File: src/rtl/urzc_pkg.sv
// Package for the ultrasonic ranger zone classifier: payload and
// configuration types, register indexes, phase codes and the sensor table.
// No dependencies.
`default_nettype none

package urzc_pkg;

  localparam int unsigned NumSensors = 6;
  localparam int unsigned DefCountWidth = 16;
  localparam int unsigned CfgIndexWidth = 3;
  localparam int unsigned CfgDataWidth = 18;

  // Configuration register indexes.
  localparam logic [CfgIndexWidth-1:0] RegNearLimit    = 3'd0;
  localparam logic [CfgIndexWidth-1:0] RegZone2Limit   = 3'd1;
  localparam logic [CfgIndexWidth-1:0] RegZone3Limit   = 3'd2;
  localparam logic [CfgIndexWidth-1:0] RegZone4Limit   = 3'd3;
  localparam logic [CfgIndexWidth-1:0] RegTriggerTicks = 3'd4;
  localparam logic [CfgIndexWidth-1:0] RegPrescale     = 3'd5;
  localparam logic [CfgIndexWidth-1:0] RegHoldoffTicks = 3'd6;

  // Reset values of the configuration registers.
  localparam logic [15:0] RstNearLimit    = 16'd700;
  localparam logic [15:0] RstZone2Limit   = 16'd1400;
  localparam logic [15:0] RstZone3Limit   = 16'd2360;
  localparam logic [15:0] RstZone4Limit   = 16'd3200;
  localparam logic [11:0] RstTriggerTicks = 12'd128;
  localparam logic [10:0] RstPrescale     = 11'd64;
  localparam logic [17:0] RstHoldoffTicks = 18'd160000;

  localparam logic [10:0] PrescaleMax = 11'd1024;

  // Zone codes.
  localparam logic [2:0] ZoneNone = 3'd0;
  localparam logic [2:0] Zone1    = 3'd1;
  localparam logic [2:0] Zone2    = 3'd2;
  localparam logic [2:0] Zone3    = 3'd3;
  localparam logic [2:0] Zone4    = 3'd4;
  localparam logic [2:0] Zone5    = 3'd5;

  typedef enum logic [4:0] {
    PH_IDLE = 5'b00001,
    PH_TRIG = 5'b00010,
    PH_WAIT = 5'b00100,
    PH_MEAS = 5'b01000,
    PH_HOLD = 5'b10000
  } phase_t;

  typedef struct packed {
    logic                  start_req;
    logic [1:0]            direction;
    logic [NumSensors-1:0] echo_levels;
  } in_item_t;

  typedef struct packed {
    logic [NumSensors-1:0] trigger_drive;
    logic                  busy_res;
    logic                  done_res;
    logic [2:0]            zone;
    logic [15:0]           width_count;
  } out_item_t;

  typedef struct packed {
    logic [15:0] near_limit;
    logic [15:0] zone2_limit;
    logic [15:0] zone3_limit;
    logic [15:0] zone4_limit;
    logic [11:0] trigger_ticks;
    logic [10:0] prescale;
    logic [17:0] holdoff_ticks;
  } cfg_t;

  // First sensor measured for each direction; pairs go on to the next one.
  function automatic logic [2:0] first_sensor(input logic [1:0] dir);
    logic [2:0] s;
    case (dir)
      2'd0:    s = 3'd0;
      2'd1:    s = 3'd2;
      2'd2:    s = 3'd3;
      default: s = 3'd5;
    endcase
    return s;
  endfunction

endpackage

`default_nettype wire

File: src/rtl/urzc_core.sv
// Measurement sequencer of the ranger: phase machine, tick and prescale
// counters, width counter and zone grading. Uses urzc_pkg.
`default_nettype none

module urzc_core import urzc_pkg::*; #(
  parameter int unsigned COUNT_WIDTH = DefCountWidth
) (
  input  wire logic      clk,
  input  wire logic      rst,
  input  wire logic      step,
  input  wire in_item_t  item,
  input  wire cfg_t      cfg,
  output out_item_t      result
);

  localparam int unsigned GradeWidth = (COUNT_WIDTH > 16) ? COUNT_WIDTH : 16;
  localparam logic [COUNT_WIDTH-1:0] WidthMax = {COUNT_WIDTH{1'b1}};

  phase_t                 phase, phase_next;
  logic [2:0]             sensor_index, sensor_index_next;
  logic [1:0]             direction_held, direction_held_next;
  logic [17:0]            tick_count, tick_count_next;
  logic [9:0]             prescale_count, prescale_count_next;
  logic [COUNT_WIDTH-1:0] echo_width, echo_width_next;
  logic [2:0]             best_zone, best_zone_next;
  logic [2:0]             result_zone, result_zone_next;
  logic                   done;

  logic [7:0]             echo_ext;
  logic                   mybit;
  logic [10:0]            ps;
  logic [18:0]            tick_inc;
  logic [10:0]            pre_inc;
  logic [GradeWidth-1:0]  w_ext;
  logic [GradeWidth-1:0]  w_ext_next;
  logic [2:0]             grade_z;
  logic                   pair;
  logic [7:0]             trig_ext;

  assign echo_ext = {2'b00, item.echo_levels};
  assign mybit    = echo_ext[sensor_index];
  assign ps       = (cfg.prescale == 11'd0) ? 11'd1 :
                    ((cfg.prescale > PrescaleMax) ? PrescaleMax : cfg.prescale);
  assign tick_inc = {1'b0, tick_count} + 19'd1;
  assign pre_inc  = {1'b0, prescale_count} + 11'd1;
  assign w_ext    = GradeWidth'(echo_width);
  assign w_ext_next = GradeWidth'(echo_width_next);
  assign pair     = ~direction_held[0];

  // Limits are tested in zone order, so out-of-order limits still resolve.
  always_comb begin
    if (w_ext < GradeWidth'(cfg.near_limit)) begin
      grade_z = Zone1;
    end else if (w_ext < GradeWidth'(cfg.zone2_limit)) begin
      grade_z = Zone2;
    end else if (w_ext < GradeWidth'(cfg.zone3_limit)) begin
      grade_z = Zone3;
    end else if (w_ext < GradeWidth'(cfg.zone4_limit)) begin
      grade_z = Zone4;
    end else begin
      grade_z = Zone5;
    end
  end

  always_comb begin
    phase_next          = phase;
    sensor_index_next   = sensor_index;
    direction_held_next = direction_held;
    tick_count_next     = tick_count;
    prescale_count_next = prescale_count;
    echo_width_next     = echo_width;
    best_zone_next      = best_zone;
    result_zone_next    = result_zone;
    done                = 1'b0;
    unique case (phase)
      PH_IDLE: begin
        if (item.start_req) begin
          direction_held_next = item.direction;
          sensor_index_next   = first_sensor(item.direction);
          tick_count_next     = 18'd0;
          phase_next          = PH_TRIG;
        end
      end
      PH_TRIG: begin
        tick_count_next = tick_inc[17:0];
        if (tick_inc[17:0] >= 18'(cfg.trigger_ticks)) begin
          phase_next = PH_WAIT;
        end
      end
      PH_WAIT: begin
        if (mybit) begin
          echo_width_next     = '0;
          prescale_count_next = 10'd0;
          phase_next          = PH_MEAS;
        end
      end
      PH_MEAS: begin
        if (mybit) begin
          if (pre_inc >= ps) begin
            prescale_count_next = 10'd0;
            if (echo_width != WidthMax) begin
              echo_width_next = echo_width + COUNT_WIDTH'(1);
            end
          end else begin
            prescale_count_next = pre_inc[9:0];
          end
        end else begin
          tick_count_next = 18'd0;
          phase_next      = PH_HOLD;
        end
      end
      PH_HOLD: begin
        if (tick_inc >= {1'b0, cfg.holdoff_ticks}) begin
          if (pair && (sensor_index == first_sensor(direction_held))) begin
            best_zone_next    = grade_z;
            sensor_index_next = sensor_index + 3'd1;
            tick_count_next   = 18'd0;
            phase_next        = PH_TRIG;
          end else begin
            if (pair && (best_zone < grade_z)) begin
              result_zone_next = best_zone;
            end else begin
              result_zone_next = grade_z;
            end
            done       = 1'b1;
            phase_next = PH_IDLE;
          end
        end else begin
          tick_count_next = tick_inc[17:0];
        end
      end
      default: begin
        phase_next = PH_IDLE;
      end
    endcase
  end

  always_ff @(posedge clk) begin
    if (rst) begin
      phase          <= PH_IDLE;
      sensor_index   <= 3'd0;
      direction_held <= 2'd0;
      tick_count     <= 18'd0;
      prescale_count <= 10'd0;
      echo_width     <= '0;
      best_zone      <= ZoneNone;
      result_zone    <= ZoneNone;
    end else if (step) begin
      phase          <= phase_next;
      sensor_index   <= sensor_index_next;
      direction_held <= direction_held_next;
      tick_count     <= tick_count_next;
      prescale_count <= prescale_count_next;
      echo_width     <= echo_width_next;
      best_zone      <= best_zone_next;
      result_zone    <= result_zone_next;
    end
  end

  // The result reflects the state after this tick.
  assign trig_ext = (phase_next == PH_TRIG) ? (8'd1 << sensor_index_next) : 8'd0;

  always_comb begin
    result.trigger_drive = trig_ext[NumSensors-1:0];
    result.busy_res      = (phase_next != PH_IDLE);
    result.done_res      = done;
    result.zone          = result_zone_next;
    result.width_count   = w_ext_next[15:0];
  end

endmodule

`default_nettype wire

File: src/rtl/ultrasonic_ranger_zone_classifier_top.sv
// Top level of the ultrasonic ranger zone classifier: configuration
// registers, sequencer instance and output register with skid stage.
// Uses urzc_pkg and urzc_core.
`default_nettype none

// Each accepted input request is one base tick: the start request, the
// direction and the six sampled echo levels. Each request yields exactly one
// result: trigger drive, busy, done, last zone and echo width, all taken
// from the sequencer state after that tick.
// The sequencer steps once per accepted request, and its result is registered
// at the edge that accepts the request. With out_ready high the block
// takes one request every cycle; throughput is one tick per cycle.
// When the receiver stalls, the output register holds its result and one
// more result is caught in a skid stage; in_ready then drops until the
// output side drains. Timing in the sequencer counts requests, not cycles.
// Configuration writes (cfg_valid with cfg_index and cfg_data) are always
// taken and should only be issued while no measurement runs. Indexes past
// the last register are ignored.
// Synchronous reset returns the sequencer to idle, loads the register
// defaults, sets zone to none and empties the output and skid stages.
module ultrasonic_ranger_zone_classifier_top import urzc_pkg::*; #(
  parameter int unsigned COUNT_WIDTH = DefCountWidth
) (
  input  wire logic                     clk,
  input  wire logic                     rst,
  input  wire logic                     in_valid,
  output logic                          in_ready,
  input  wire in_item_t                 in_data,
  output logic                          out_valid,
  input  wire logic                     out_ready,
  output out_item_t                     out_data,
  input  wire logic                     cfg_valid,
  output logic                          cfg_ready,
  input  wire logic [CfgIndexWidth-1:0] cfg_index,
  input  wire logic [CfgDataWidth-1:0]  cfg_data
);

  cfg_t      cfg;
  out_item_t core_result;
  out_item_t skid_data;
  logic      skid_valid;
  logic      in_fire;

  assign cfg_ready = 1'b1;
  assign in_ready  = ~skid_valid;
  assign in_fire   = in_valid & in_ready;

  always_ff @(posedge clk) begin
    if (rst) begin
      cfg.near_limit    <= RstNearLimit;
      cfg.zone2_limit   <= RstZone2Limit;
      cfg.zone3_limit   <= RstZone3Limit;
      cfg.zone4_limit   <= RstZone4Limit;
      cfg.trigger_ticks <= RstTriggerTicks;
      cfg.prescale      <= RstPrescale;
      cfg.holdoff_ticks <= RstHoldoffTicks;
    end else if (cfg_valid) begin
      unique case (cfg_index)
        RegNearLimit:    cfg.near_limit    <= cfg_data[15:0];
        RegZone2Limit:   cfg.zone2_limit   <= cfg_data[15:0];
        RegZone3Limit:   cfg.zone3_limit   <= cfg_data[15:0];
        RegZone4Limit:   cfg.zone4_limit   <= cfg_data[15:0];
        RegTriggerTicks: cfg.trigger_ticks <= cfg_data[11:0];
        RegPrescale:     cfg.prescale      <= cfg_data[10:0];
        RegHoldoffTicks: cfg.holdoff_ticks <= cfg_data[17:0];
        default: ;
      endcase
    end
  end

  urzc_core #(
    .COUNT_WIDTH(COUNT_WIDTH)
  ) u_core (
    .clk    (clk),
    .rst    (rst),
    .step   (in_fire),
    .item   (in_data),
    .cfg    (cfg),
    .result (core_result)
  );

  // A full skid stage blocks input, so a new result never meets it.
  always_ff @(posedge clk) begin
    if (rst) begin
      out_valid  <= 1'b0;
      skid_valid <= 1'b0;
    end else if (out_ready || !out_valid) begin
      if (skid_valid) begin
        out_valid  <= 1'b1;
        skid_valid <= 1'b0;
      end else begin
        out_valid <= in_fire;
      end
    end else if (in_fire) begin
      skid_valid <= 1'b1;
    end
  end

  always_ff @(posedge clk) begin
    if (out_ready || !out_valid) begin
      if (skid_valid) begin
        out_data <= skid_data;
      end else if (in_fire) begin
        out_data <= core_result;
      end
    end else if (in_fire) begin
      skid_data <= core_result;
    end
  end

endmodule

`default_nettype wire
File: config.mk
export PLATFORM = sky130hd
export DESIGN_NAME = ultrasonic_ranger_zone_classifier_top
export DESIGN_NICKNAME = d
export VERILOG_FILES = /design/src/rtl/urzc_pkg.sv /design/src/rtl/urzc_core.sv /design/src/rtl/ultrasonic_ranger_zone_classifier_top.sv
export SDC_FILE = /design/constraint.sdc
export NUM_CORES = 1
export LEC_CHECK = 0
export BUFFER_PORTS_ARGS = -buffer_cell sky130_fd_sc_hd__clkbuf_2
export CORE_UTILIZATION = 55
export CTS_CLUSTER_SIZE = 10
export DETAILED_ROUTE_END_ITERATION = 12
export PLACE_DENSITY = 0.87
export SYNTH_ARGS = -nofsm -noshare
export SYNTH_HDL_FRONTEND = slang
export SYNTH_HIERARCHICAL = 1
export SYNTH_SLANG_ARGS = --single-unit
File: constraint.sdc
create_clock -name clk -period 4.2 [get_ports clk]
set_input_delay 0.21 -clock clk [delete_from_list [all_inputs] [get_ports clk]]
set_output_delay 0.21 -clock clk [all_outputs]
set_load 0.01 [all_outputs]
==> results of run 1 <==
-- cell usage after synthesis (all sizes together), types with 11 or more instances --
library cell,instances,area share
dfxtp,167,0.26
nor2,121,0.035
inv,115,0.033
mux2i,115,0.089
ha,109,0.11
nand2b,105,0.051
nand2,63,0.019
o21ai,61,0.024
a21oi,59,0.023
edfxtp,54,0.13
clkbuf,42,0.012
nand3,32,0.012
mux2,30,0.026
buf,28,0.013
nor3,24,0.010
nand4,22,0.012
a211oi,16,0.0093
a21o,16,0.0093
xnor2,16,0.011
xor2,13,0.0088
nor4,12,0.0068
nand3b,11,0.0064
-- power by group through the flow --
stage / logic, mW / registers, mW / clock network [mW]
6_report: 0.402 / 2.26 / 2.05
5_1_grt: 0.435 / 2.27 / 2.16
4_1_cts: 0.372 / 2.26 / 2.07
3_5_place_dp: 0.358 / 2.31 / 0
3_3_place_gp: 0.348 / 2.31 / 0
2_1_floorplan: 0.242 / 2.31 / 0
-- metrics by stage --
step / worst slack [ns] / hold slack (ns) / setup TNS (ns) / cell area [µm²] / std cells
finish: -0.0307 / 0.0160 / -0.0744 / 15000 / 1808
CTS: 0.0179 / 0.00442 / 0 / 14700 / 1801
detailed placement: -0.225 / 0.469 / -1.56 / 13800 / 1749
global route: -0.169 / 0.0321 / -1.01 / 15000 / 1808
floorplan: 0.0617 / 0.354 / 0 / 12900 / 1386
global placement: -0.0638 / 0.459 / -0.217 / 13800 / 1749
-- registers in the layout (all words and copies together) (netlist names), 5 cells and up --
register / count
cfg: 105
out_data: 27
skid_data: 27
u_core/echo_width: 16
u_core/phase: 5
u_core/prescale_count: 10
u_core/tick_count: 18
-- per-layer routing --
layer  track usage  share of wire  up-vias
met4        0.0817          0.026        0
met1         0.342           0.45     5135
li1              -              -     5126
met5             0              0        -
met2         0.426           0.46      384
met3        0.0337          0.062       68
-- worst min path at each step --
stage,from,cells past startpoint,end,slack (ns)
after CTS,cfg_data[7],3,cfg[96],0.004
after floorplan,in_data[6],2,u_core/direction_held[0],0.35
final,cfg_data[7],3,cfg[96],0.02
after detailed placement,cfg[97],2,cfg[97],0.47
after global placement,cfg[73],2,cfg[73],0.46
after global routing,cfg_data[7],3,cfg[48],0.03
-- worst min-delay path: cells and delay by family --
kind	cells	cell delay (ns)
mux	1	0.11
buf+inv	1	0.09
simple gates	1	0.08
-- cells in the final DEF (no fill, tap or decap), types with 28 or more instances in the layout --
cell and n:
dfxtp_1 159, nor2_1 114, mux2i_1 114, inv_1 112
ha_1 107, nand2b_1 105, clkbuf_2 62, buf_4 61
nand2_1 60, a21oi_1 58, edfxtp_1 54, o21ai_0 48
nand3_1 29, mux2_2 28
-- logic make-up (layout without fill, tap and decap cells) --
family                     Yosys count  after routing  synth area share
muxes                              146            146             0.117
AOI/OAI and AO/OA                  245            245             0.126
buffers and inverters              186            295            0.0592
xor gates and xnor gates            29             29            0.0197
adders and majority gates          109            109             0.106
other                                1              1          0.000291
DFF                                221            221             0.385
and+or+nand+nor                    449            449             0.187
-- what timing repair did --
item                       4_1_cts  5_1_grt
hold endpoints to repair        15        0
buffers inserted                 0        7
resized for setup               13       61
cloned                           0        0
setup endpoints to repair       30       37
pin swaps                        1       21
hold buffers                    11        0
-- layout make-up --
cell class / count / share of cell area
Multi-Input combinational cell: 979 / 0.500
Sequential cell: 221 / 0.332
Timing Repair Buffer: 138 / 0.0627
Clock buffer: 41 / 0.0505
Inverter: 116 / 0.0292
Tap cell: 313 / 0.0261
==> flow_metrics.env, run 1 <==
export IMPL_syn_area_um2=12900
export IMPL_ys_async_sr_fraction=0
export IMPL_grt_antenna_before_repair=0
export IMPL_arrival_ns=4.50
export IMPL_period_needed_ns=4.23
export IMPL_fill_cells=1753
export IMPL_cp_startpoint="u_core/tick_count[0]"
export IMPL_reg2reg_from="u_core/tick_count[0]"
export IMPL_post_route_period_util=1.01
export IMPL_netlist_instances=1386
export IMPL_wl_per_cell_um=17.4
export IMPL_path_delay_family="compound AO/OA/AOI/OAI gates"
export IMPL_avgSynthCellArea_um2=9.31
export IMPL_syn_to_final_growth_pct=16.2
export IMPL_combPwrFrac=0.085
export IMPL_power_frac_seq=0.481
export IMPL_synth_flop_cell="dfxtp_1"
export IMPL_die_y_um=155
export IMPL_port_buffers=63
export IMPL_critPathCaptureType="register"
export IMPL_cp_depth=18
export IMPL_cap_violations=0
export IMPL_switching_share=0.233
export IMPL_vias_per_cell=5.93
export IMPL_grt_pass1_vias=10200
export IMPL_vias=10700
export IMPL_clkTransAtPathRegs_ns=0.06
export IMPL_multi_input_area_um2=7490
export IMPL_regArea_um2=4980
export IMPL_synth_cell_type_count=81
export IMPL_worstSetupPathType="register to register"
export IMPL_crit_required_ns=4.47
export IMPL_cp_max_fo=5
export IMPL_pin_count=65
export IMPL_cpMaxStageDelayCell="dfxtp_4"
export IMPL_track_usage=0.255
export IMPL_cts_buffers=26
export IMPL_cts_tree="yes"
export IMPL_p_switching_mw=1.10
export IMPL_wl_um=31500
export IMPL_critical_path_max_stage_delay_ns=0.38
export IMPL_yosysSeqAreaShare=0.385
export IMPL_fin_ws_ns=-0.0307
export IMPL_r2r_end="out_data[21]"
export IMPL_rows=55
export IMPL_fin_worst_skew_ns=0.0172
export IMPL_grt_max_degree=91
export IMPL_clock_path_buffers=3
export IMPL_gp_congestion=0.906
export IMPL_layout_drive_gt1_share=0.172
export IMPL_violations="negative setup slack"
export IMPL_first_pass_iters=6
export IMPL_slew_headroom=0.265
export IMPL_crit_path_cell_trace="ha_4, buf_4, nand3_1, buf_4, nand2b_1, nand2_1, ha_1, a21oi_1, o21ai_0, a2111oi_4, buf_4, o221ai_2, a211o_1, o211ai_4, mux2i_4, or3b_4, nor2_4, mux2_4"
export IMPL_initial_utilization=0.565
export IMPL_synth_edff_count=54
export IMPL_crit_end="out_data[21]"
export IMPL_layout_nets=1626
export IMPL_slew_violations=0
export IMPL_outcome="complete, but fails checks"
export IMPL_syn_num_nets=1530
export IMPL_p_clk_frac=0.434
export IMPL_insertion_delay_ns=0.52
export IMPL_start_kind="register"
export IMPL_cpMostUsedCell="buf_4"
export IMPL_hold_viol=0
export IMPL_leakage_nw=6.56
export IMPL_ys_ff_latch=221
export IMPL_drtAntennaViolNets=0
export IMPL_cp_buffers_inverters=3
export IMPL_finalSetupViolCount=3
export IMPL_finalPower_mw=4.71
export IMPL_fmax_mhz=236
export IMPL_gr_total_overflow=0
export IMPL_core_um2=22800
export IMPL_p_int_mw=3.62
export IMPL_r2r_slack_ns=-0.03
export IMPL_htreeDepth=1
export IMPL_vdd_drop_max_uv=229
export IMPL_reg2reg_depth=18
export IMPL_grt_setup_unrepaired="yes"
export IMPL_hold_path_class="primary input to register"
export IMPL_cts_sinks=221
export IMPL_antenna_cells=0
export IMPL_fp_dieArea_um2=24100
export IMPL_p_per_area_nw_per_um2=314
export IMPL_cts_root_buf="clkbuf_16"
export IMPL_tightest_slew_ns=1.10
export IMPL_ys_warnings_count=6
export IMPL_grt_first_pass_wirelength_um=49700
export IMPL_drt_iter0_drc=799
export IMPL_detailed_place_hpwl_um=22500
export IMPL_drc=0
export IMPL_fp_dieW_um=155
export IMPL_utilization=0.657
(Power assumes the default switching activity.)
==> run 2: changes to the inputs <==
- CAP_MARGIN: unset -> 20
- GPL_TIMING_DRIVEN: unset -> 0
==> flow_metrics.env, run 2 (synthesized netlist as in run 1, its figures left out) <==
export IMPL_layout_commonest_cell="dfxtp_1"
export IMPL_critical_path_max_stage_delay_ns=0.40
export IMPL_worstHoldStart="cfg_data[11]"
export IMPL_track_usage=0.278
export IMPL_p_int_mw=3.60
export IMPL_finalPower_mw=4.75
export IMPL_cp_max_fo=7
export IMPL_worstSetupPathType="register to register"
export IMPL_reg2reg_from="u_core/tick_count[2]"
export IMPL_leakage_nw=6.68
export IMPL_power_frac_seq=0.475
export IMPL_wl_per_cell_um=19.4
export IMPL_violations="negative setup slack"
export IMPL_r2r_slack_ns=-0.09
export IMPL_holdPathStages=3
export IMPL_vdd_drop_max_uv=294
export IMPL_combPwrFrac=0.095
export IMPL_arrival_ns=4.56
export IMPL_fill_cells=1739
export IMPL_fmax_mhz=233
export IMPL_cts_tree="yes"
export IMPL_dp_slack_ns=-0.796
export IMPL_critPathCaptureType="register"
export IMPL_slew_violations=0
export IMPL_hold_viol=0
export IMPL_syn_to_final_growth_pct=18.4
export IMPL_layout_drive_gt1_share=0.177
export IMPL_min_to="cfg[52]"
export IMPL_antenna_cells=0
export IMPL_r2r_end="out_data[21]"
export IMPL_post_route_period_util=1.02
export IMPL_switching_share=0.243
export IMPL_cpMaxStageDelayCell="dfxtp_4"
export IMPL_cts_buffers=27
export IMPL_fin_ws_ns=-0.0937
export IMPL_p_clk_frac=0.430
export IMPL_htreeDepth=1
export IMPL_layout_nets=1662
export IMPL_rows=55
export IMPL_finalSetupViolCount=22
export IMPL_clkTransAtPathRegs_ns=0.06
export IMPL_first_pass_iters=8
export IMPL_grt_first_pass_wirelength_um=53200
export IMPL_detailed_place_hpwl_um=24200
export IMPL_vias=11100
export IMPL_grt_setup_unrepaired="yes"
export IMPL_gp_congestion=0.936
export IMPL_p_per_area_nw_per_um2=311
export IMPL_start_kind="register"
export IMPL_fp_dieW_um=155
export IMPL_insertion_delay_ns=0.53
export IMPL_p_switching_mw=1.15
export IMPL_pin_count=65
export IMPL_crit_required_ns=4.47
export IMPL_vias_per_cell=6.04
export IMPL_core_um2=22800
export IMPL_wl_um=35700
export IMPL_hold_path_class="primary input to register"
export IMPL_initial_utilization=0.565
export IMPL_period_needed_ns=4.29
export IMPL_drt_iter0_drc=946
export IMPL_crit_path_cell_trace="nand3_4, or2_4, nor2_4, nand3_2, xnor2_2, ha_1, buf_4, o21ai_1, nor2_1, a2111oi_4, o221ai_2, a211o_4, o211ai_4, buf_6, mux2i_4, or3b_4, nor2_2, mux2_2"
export IMPL_grt_max_degree=28
export IMPL_outcome="complete, but fails checks"
export IMPL_fp_dieArea_um2=24100
export IMPL_die_y_um=155
export IMPL_tightest_slew_ns=1.04
export IMPL_slew_headroom=0.309
export IMPL_cts_root_buf="clkbuf_16"
export IMPL_cap_violations=0
export IMPL_gr_total_overflow=0
export IMPL_clock_path_buffers=3
export IMPL_layout_common_cells="dfxtp_1 (154), inv_1 (113), nor2_1 (113), mux2i_1 (113), ha_1 (108)"
export IMPL_port_buffers=63
export IMPL_drtAntennaViolNets=0
export IMPL_fin_worst_skew_ns=0.0181
export IMPL_regMostFlops="cfg"
export IMPL_reg2reg_depth=18
export IMPL_drc=0
export IMPL_cts_sinks=221
export IMPL_largest_reg_flops=105
export IMPL_grt_antenna_before_repair=0
export IMPL_grt_pass1_vias=10500
export IMPL_largestRegisters="cfg (105), out_data (27), skid_data (27)"
-- run 2: what timing repair did --
action | 4_1_cts | 5_1_grt
resized for setup | 46 | 81
gates cloned | 0 | 2
endpoints found under the setup margin | 52 | 50
pin swaps | 15 | 26
hold buffers | 8 | 0
endpoints found under the hold margin | 8 | 0
buffers inserted | 9 | 25
-- run 2: power by group through the flow --
| stage | clock network, mW | registers [mW] | logic [mW] |
|---|---|---|---|
| finish | 2.04 | 2.26 | 0.449 |
| CTS | 2.06 | 2.26 | 0.394 |
| detailed placement | 0 | 2.30 | 0.375 |
| global route | 2.15 | 2.26 | 0.480 |
| global placement | 0 | 2.30 | 0.363 |
| floorplan | 0 | 2.31 | 0.242 |
-- run 2: through the flow --
step	std cells	setup TNS (ns)	hold slack, ns	area, µm²	util
after floorplan	1386	0	0.354	12900	-
after global placement	1762	-14.41	0.455	13600	0.596
after detailed placement	1763	-24.72	0.462	13600	0.597
after CTS	1821	0	0.000607	14700	0.643
after global routing	1844	-3.82	0.0218	15300	0.669
final	1844	-1.33	0.00864	15300	0.669
-- run 2: final cells by class --
| class | instances | area, µm² | area share |
|---|---|---|---|
| tap | 313 | 392 | 0.0256 |
| clock buffer | 40 | 734 | 0.0481 |
| timing repair buffer | 107 | 737 | 0.0482 |
| inverter | 116 | 438 | 0.0287 |
| sequential | 221 | 4990 | 0.327 |
| clock inverter | 2 | 13.8 | 0.000901 |
| buffer | 65 | 350 | 0.0229 |
| multi-input combinational | 980 | 7620 | 0.499 |
-- run 2: critical path: cells and delay by family (launching register included) --
| family | cells | cell delay (ns) |
|---|---|---|
| muxes | 2 | 0.55 |
| xor gates and xnor gates | 1 | 0.23 |
| AOI/OAI and AO/OA | 5 | 1.21 |
| adders and majority gates | 1 | 0.29 |
| and+or+nand+nor | 7 | 1.01 |
| DFF | 1 | 0.40 |
| buffers and inverters | 2 | 0.32 |
-- run 2: worst max path at each step --
stage,from,end,depth (start not counted)
2_1_floorplan,u_core/tick_count[2],out_data[23],17
3_3_place_gp,u_core/tick_count[2],out_data[21],18
3_5_place_dp,u_core/tick_count[0],out_data[21],18
4_1_cts,u_core/tick_count[1],out_data[21],18
5_1_grt,u_core/tick_count[0],out_data[22],18
6_report,u_core/tick_count[2],out_data[21],18
-- run 2: layer usage --
layer | share of wire | routed length [µm] | GRT usage
met1 | 0.41 | 14500 | 0.359
met4 | 0.039 | 1390 | 0.111
met5 | 0 | 0 | 0
met2 | 0.47 | 17000 | 0.468
met3 | 0.079 | 2830 | 0.0426
